<file path="config.mk">
export PLATFORM = sky130hd
export DESIGN_NAME = polyphase_four_channel_mac
export DESIGN_NICKNAME = d
export VERILOG_FILES = /design/src/rtl/pmac_pkg.sv /design/src/rtl/pmac_lane.sv /design/src/rtl/polyphase_four_channel_mac.sv
export SDC_FILE = /design/constraint.sdc
export NUM_CORES = 2
export LEC_CHECK = 0
export BUFFER_PORTS_ARGS = -buffer_cell sky130_fd_sc_hd__buf_2
export CORE_ASPECT_RATIO = 1.4
export CORE_MARGIN = 1.5
export CORE_UTILIZATION = 30
export CTS_BUF_LIST = sky130_fd_sc_hd__clkbuf_8
export CTS_CLUSTER_SIZE = 30
export DETAILED_ROUTE_END_ITERATION = 10
export PLACE_DENSITY_LB_ADDON = 0.3
export SLEW_MARGIN = 15
export SYNTH_ARGS = -nofsm -noshare
export SYNTH_HDL_FRONTEND = slang
export SYNTH_SLANG_ARGS = --single-unit
</file>
<file path="constraint.sdc">
create_clock -name clk -period 10.1 [get_ports clk]
set_input_delay 2.02 -clock clk [delete_from_list [all_inputs] [get_ports clk]]
set_output_delay 2.02 -clock clk [all_outputs]
set_load 0.01 [all_outputs]
</file>
<file path="src/rtl/pmac_pkg.sv">
`default_nettype none
// ----------------------------------------------------------------------------
// Polyphase MAC package
// Shared types and constants for the four-channel resampler tap accumulator.
// ----------------------------------------------------------------------------
package pmac_pkg;

	localparam int NUM_CHANNELS = 4;
	localparam int WORD_W       = 16;

	// filter_mode register codes
	localparam logic [1:0] MODE_VERT     = 2'd0;
	localparam logic [1:0] MODE_HORIZ    = 2'd1;
	localparam logic [1:0] MODE_COLLAPSE = 2'd2;
	localparam logic [1:0] MODE_RSVD     = 2'd3;

	typedef logic [1:0] mode_t;

	typedef struct packed {
		logic signed [WORD_W-1:0] chan_a;
		logic signed [WORD_W-1:0] chan_b;
		logic signed [WORD_W-1:0] chan_c;
		logic signed [WORD_W-1:0] chan_d;
		logic signed [WORD_W-1:0] tap_weight;
		logic                     last_tap;
	} tap_t;

	typedef struct packed {
		logic signed [WORD_W-1:0] res_a;
		logic signed [WORD_W-1:0] res_b;
		logic signed [WORD_W-1:0] res_c;
		logic signed [WORD_W-1:0] res_d;
	} res_t;

	// Control bundle from the top level to each lane.
	typedef struct packed {
		logic  step;
		mode_t mode;
		logic  last_tap;
	} lane_ctl_t;

endpackage : pmac_pkg
`default_nettype wire

</file>
<file path="src/rtl/pmac_lane.sv">
`default_nettype none
// ----------------------------------------------------------------------------
// Polyphase MAC lane
// One channel: Q15 multiply, saturating accumulate and output formatting.
// ----------------------------------------------------------------------------
module pmac_lane (
	input  wire logic                           clk,
	input  wire logic                           arst_n,
	input  wire pmac_pkg::lane_ctl_t            ctl,
	input  wire logic signed [pmac_pkg::WORD_W-1:0] chan,
	input  wire logic signed [pmac_pkg::WORD_W-1:0] weight,
	output logic signed [pmac_pkg::WORD_W-1:0]      result
);
	import pmac_pkg::*;

	logic signed [WORD_W-1:0]   sum_q;
	logic signed [WORD_W-1:0]   operand;
	logic signed [2*WORD_W-1:0] product;
	logic signed [WORD_W-1:0]   prod_hi;
	logic signed [WORD_W:0]     sum_wide;
	logic signed [WORD_W-1:0]   sum_sat;
	logic signed [WORD_W-1:0]   sum_shr;
	logic signed [WORD_W-1:0]   chan_shr;
	logic                       vertical;
	logic                       collapse;

	// Clamp a signed word to the byte range 0..255.
	function automatic logic [WORD_W-1:0] clamp_byte(input logic signed [WORD_W-1:0] v);
		logic [WORD_W-1:0] r;
		if (v[WORD_W-1]) begin
			r = '0;
		end else if (|v[WORD_W-2:8]) begin
			r = WORD_W'(255);
		end else begin
			r = v;
		end
		return r;
	endfunction

	assign vertical = (ctl.mode == MODE_VERT);
	assign collapse = (ctl.mode == MODE_COLLAPSE) || (ctl.mode == MODE_RSVD);

	// Vertical mode doubles the channel first, wrapping within the word.
	assign operand  = vertical ? {chan[WORD_W-2:0], 1'b0} : chan;
	assign product  = operand * weight;
	assign prod_hi  = product[2*WORD_W-1:WORD_W];
	assign sum_wide = {sum_q[WORD_W-1], sum_q} + {prod_hi[WORD_W-1], prod_hi};

	always_comb begin
		if (sum_wide[WORD_W] != sum_wide[WORD_W-1]) begin
			sum_sat = sum_wide[WORD_W] ? {1'b1, {(WORD_W-1){1'b0}}}
			                           : {1'b0, {(WORD_W-1){1'b1}}};
		end else begin
			sum_sat = sum_wide[WORD_W-1:0];
		end
	end

	assign sum_shr  = sum_sat >>> 4;
	assign chan_shr = chan >>> 5;

	always_comb begin
		if (collapse) begin
			result = clamp_byte(chan_shr);
		end else if (vertical) begin
			result = sum_sat;
		end else begin
			result = clamp_byte(sum_shr);
		end
	end

	// Collapse mode passes pixels through and leaves the sum untouched.
	always_ff @(posedge clk or negedge arst_n) begin
		if (!arst_n) begin
			sum_q <= '0;
		end else if (ctl.step && !collapse) begin
			sum_q <= ctl.last_tap ? '0 : sum_sat;
		end
	end

endmodule : pmac_lane
`default_nettype wire

</file>
<file path="src/rtl/polyphase_four_channel_mac.sv">
`default_nettype none
// ----------------------------------------------------------------------------
// Polyphase four-channel MAC
// Accumulates Q15-weighted filter taps per channel and emits one pixel per
// last tap, or one byte pixel per tap in collapse mode.
// ----------------------------------------------------------------------------
// Path: a tap is captured in the input register, then its result is loaded
// into the result register behind the lane arithmetic.
// Throughput: one tap per cycle; the input stalls only while a finished
// result is held by a stalled output.
// Reset: arst_n clears the sums, filter_mode and all valid flags at once.
module polyphase_four_channel_mac (
	input  wire logic             clk,
	input  wire logic             arst_n,
	input  wire logic             tap_valid,
	output logic                  tap_stall,
	input  wire pmac_pkg::tap_t   tap,
	output logic                  res_valid,
	input  wire logic             res_stall,
	output pmac_pkg::res_t        res,
	input  wire logic             cfg_valid,
	output logic                  cfg_ready,
	input  wire pmac_pkg::mode_t  cfg_data
);
	import pmac_pkg::*;

	mode_t     mode_q;
	logic      valid_s1;
	tap_t      tap_s1;
	logic      collapse;
	logic      produces;
	logic      out_free;
	logic      advance;
	logic      accept;
	lane_ctl_t lane_ctl;
	res_t      res_q;
	logic      res_valid_q;

	logic signed [WORD_W-1:0] chan_s1  [NUM_CHANNELS];
	logic signed [WORD_W-1:0] lane_res [NUM_CHANNELS];

	assign cfg_ready = 1'b1;

	always_ff @(posedge clk or negedge arst_n) begin
		if (!arst_n) begin
			mode_q <= MODE_VERT;
		end else if (cfg_valid && cfg_ready) begin
			mode_q <= cfg_data;
		end
	end

	assign collapse = (mode_q == MODE_COLLAPSE) || (mode_q == MODE_RSVD);
	assign produces = collapse || tap_s1.last_tap;
	assign out_free = !res_valid_q || !res_stall;
	assign advance  = valid_s1 && (!produces || out_free);
	assign tap_stall = valid_s1 && !advance;
	assign accept   = tap_valid && !tap_stall;

	always_ff @(posedge clk or negedge arst_n) begin
		if (!arst_n) begin
			valid_s1 <= 1'b0;
		end else if (accept) begin
			valid_s1 <= 1'b1;
		end else if (advance) begin
			valid_s1 <= 1'b0;
		end
	end

	always_ff @(posedge clk) begin
		if (accept) begin
			tap_s1 <= tap;
		end
	end

	assign chan_s1[0] = tap_s1.chan_a;
	assign chan_s1[1] = tap_s1.chan_b;
	assign chan_s1[2] = tap_s1.chan_c;
	assign chan_s1[3] = tap_s1.chan_d;

	assign lane_ctl.step     = advance;
	assign lane_ctl.mode     = mode_q;
	assign lane_ctl.last_tap = tap_s1.last_tap;

	for (genvar i = 0; i < NUM_CHANNELS; i++) begin : g_lane
		pmac_lane u_lane (
			.clk    (clk),
			.arst_n (arst_n),
			.ctl    (lane_ctl),
			.chan   (chan_s1[i]),
			.weight (tap_s1.tap_weight),
			.result (lane_res[i])
		);
	end

	// The result register is loaded only when it is empty or being drained.
	always_ff @(posedge clk or negedge arst_n) begin
		if (!arst_n) begin
			res_valid_q <= 1'b0;
		end else if (advance && produces) begin
			res_valid_q <= 1'b1;
		end else if (!res_stall) begin
			res_valid_q <= 1'b0;
		end
	end

	always_ff @(posedge clk) begin
		if (advance && produces) begin
			res_q.res_a <= lane_res[0];
			res_q.res_b <= lane_res[1];
			res_q.res_c <= lane_res[2];
			res_q.res_d <= lane_res[3];
		end
	end

	assign res_valid = res_valid_q;
	assign res       = res_q;

	// A stall toward the source only ever holds back a pending tap.
	a_stall_needs_item: assert property (@(posedge clk) disable iff (!arst_n)
		tap_stall |-> valid_s1)
		else $error("input stalled with no tap held");

	// A tap that produces a result must show up on the output next cycle.
	a_result_lands: assert property (@(posedge clk) disable iff (!arst_n)
		(advance && produces) |=> res_valid)
		else $error("result transfer lost");

	// With no new tap, the held tap drains once it moves on.
	a_stage_drains: assert property (@(posedge clk) disable iff (!arst_n)
		(advance && !tap_valid) |=> !valid_s1)
		else $error("input stage kept a consumed tap");

	// A held result that is stalled may not be overwritten.
	a_no_overwrite: assert property (@(posedge clk) disable iff (!arst_n)
		(res_valid && res_stall) |-> !(advance && produces))
		else $error("stalled result overwritten");

endmodule : polyphase_four_channel_mac
`default_nettype wire

</file>
==> out/results.ini <==
[detailed_routing]
drtIter0Drc=1633
drtPass1Iterations=7
wirelength_mm=140
drc=0
avgViaCountPerCell=4.74
wl_per_cell_um=18.4
postRouteAntennaNets=0
via_count=36263

[sta]
final-max-slew-violation-count=0
fmax_mhz=103
grt_setup_unrepaired=true
tightestPinTransition_ns=1.10
period_share=0.964
fin_worst_skew_ns=0.0330
slew_headroom=0.265
finalCriticalPeriod_ns=9.74
finalHoldViolations=0
setup_violations=0

[logic_synthesis]
avgSynthCellArea_um2=9.30
yosysSeqAreaShare=0.121
yosys_warnings=0
syn_area_um2=49900
synth-main-ff-cell=edfxtp_1
yosys_register_bits=213
synth_edf_count=145
synth_fp_nets=6880
synth.distinct_cells=96
syn-instance-count=5364
async_flop_share=0.319

[placed_design]
gp_congestion=0.859
port_buffers=153
post-dp-hpwl_mm=113
dpl.cell_count=7554

[critical_path]
critPathRequiredTime_ns=10.51
crit_type=reg -> reg
crit_slowest_cell=fa_1
start_kind=register
endpoint_kind=register
cpPeakStageDelay_ns=0.55
arrival_ns=10.14
critical_path.max_fanout=40
crit_path_frequent_cell=fa_1

[clock_tree]
cts_sinks=213
cts-htree-levels=2
clk_latency_ns=0.69
clkSlewWorstSetupHoldPaths_ns=0.06
cts_tree=done
hold_buffers=0
cts_buffers=41
clock_path_buffers=3
clockRootBuffer=clkbuf_8

[status]
status=completed

[floorplan]
fp.dieArea_um2=169000
coreArea_um2=165000
chipHeight_um=486
fp.dieW_um=348
start_util=0.303
io-pin-count=155
std_cell_rows=176

[grt]
grt_use_total=0.173
antenna_found_initial=21
overflow=0
grt_pass1_wl_mm=228
grt_pass1_vias=40432
grt_max_degree=65

[flow_run]
drv_cap=0

[layout]
postLayoutCoreUtil=0.333
fin_nets=6989
syn2layout_area_growth_pct=9.90
stdcell_count=7644
layout-drive-gt1-share=0.0861
nFillCells=17131

[hold_path]
hp-class=reg -> reg

-- cells in the mapped netlist, types with 68 or more instances --
cell	n	area, um^2
inv_1	1175	4410
fa_1	1048	21000
nand2_1	773	2900
and2_1	446	2790
ha_1	380	4750
clkbuf_1	198	743
nor2_1	171	642
edfxtp_1	145	4350
o21ai_0	134	671
a21oi_1	103	515
xnor2_1	100	876
dfrtp_1	68	1700
-- path summary, 6_finish.rpt --
kind	startpoint	to	slack [ns]	depth (start not counted)
worst min register to register	g_lane[1].u_lane.sum_q[0]$_DFFE_PN0P_	g_lane[1].u_lane.sum_q[0]$_DFFE_PN0P_	0.48	2
min in group asynchronous	arst_n	g_lane[3].u_lane.sum_q[12]$_DFFE_PN0P_	1.24	1
worst min-delay path	g_lane[1].u_lane.sum_q[0]$_DFFE_PN0P_	g_lane[1].u_lane.sum_q[0]$_DFFE_PN0P_	0.48	2
worst max-delay path	mode_q[0]$_DFFE_PN0P_	res[56]$_DFFE_PP_	0.36	36
max in group asynchronous	arst_n	g_lane[1].u_lane.sum_q[2]$_DFFE_PN0P_	7.64	2
worst max register to register	mode_q[0]$_DFFE_PN0P_	res[56]$_DFFE_PP_	0.36	36
-- registers in the layout, indices dropped and copies added (netlist names) --
name,cells
lane_ctl,1
mode_q,2
tap_s1,16
res,64
g_lane.u_lane.sum_q,64
valid_s1,1
res_valid,1
chan_s1,64
-- placed cells by master, fill, tap and decap left out, types with 124 or more instances in the layout --
cell type  instances
and2_1           446
buf_2            152
buf_4            124
edfxtp_1         145
fa_1            1048
ha_1             380
inv_1           1187
nand2_1          750
nor2_1           168
o21ai_0          127
-- layer usage --
metal,GRT usage,up-vias,wire [um]
li1,-,16524,-
met1,0.218,18824,58100
met2,0.312,728,72700
met3,0.0150,179,5170
met4,0.0537,8,4340
met5,0,-,43
-- per-stage QoR --
step	setup TNS [ns]	worst slack [ns]	instance area [um^2]	hold slack [ns]
finish	0	0.364	54800	0.484
global route	-0.182	-0.0474	54800	0.506
CTS	0	0.0569	54600	0.487
detailed placement	-7.89	-0.470	53600	0.475
global placement	-6.77	-0.459	53600	0.461
floorplan	0	0.959	49900	0.445
-- critical path: cells and delay by family (launching register included) --
family,cells,cell delay [ns]
AOI/OAI and AO/OA,11,2.56
buffers and inverters,8,0.86
and+or+nand+nor,9,1.83
DFF,1,0.51
adders and majority gates,8,3.65
-- repair_timing --
action	4_1_cts	5_1_grt
gates cloned	2	0
endpoints found under the setup margin	35	110
buffers inserted	4	6
endpoints found under the hold margin	0	0
gates resized for setup	11	50
pin swaps	2	6
-- cell families after synthesis --
family | synth area share
AOI/OAI and AO/OA | 0.0700
adders and majority gates | 0.519
other | 0.0000752
and+or+nand+nor | 0.159
DFF | 0.121
xor gates and xnor gates | 0.0231
buffers and inverters | 0.106
muxes | 0.00133
-- cell type report --
type	instances	area, um^2	share of cell area
inverter	1176	4420	0.0806
clock inverter	30	268	0.00488
antenna	2	5.00	0.0000913
sequential	213	6060	0.110
tap	2136	2670	0.0487
multi-input combinational	3749	38800	0.707
timing repair buffer	292	2010	0.0366
clock buffer	46	633	0.0115
Power is left out: the tool's default activity adds up to more than one toggle a clock period on the data nets, which glitch-free logic cannot reach.
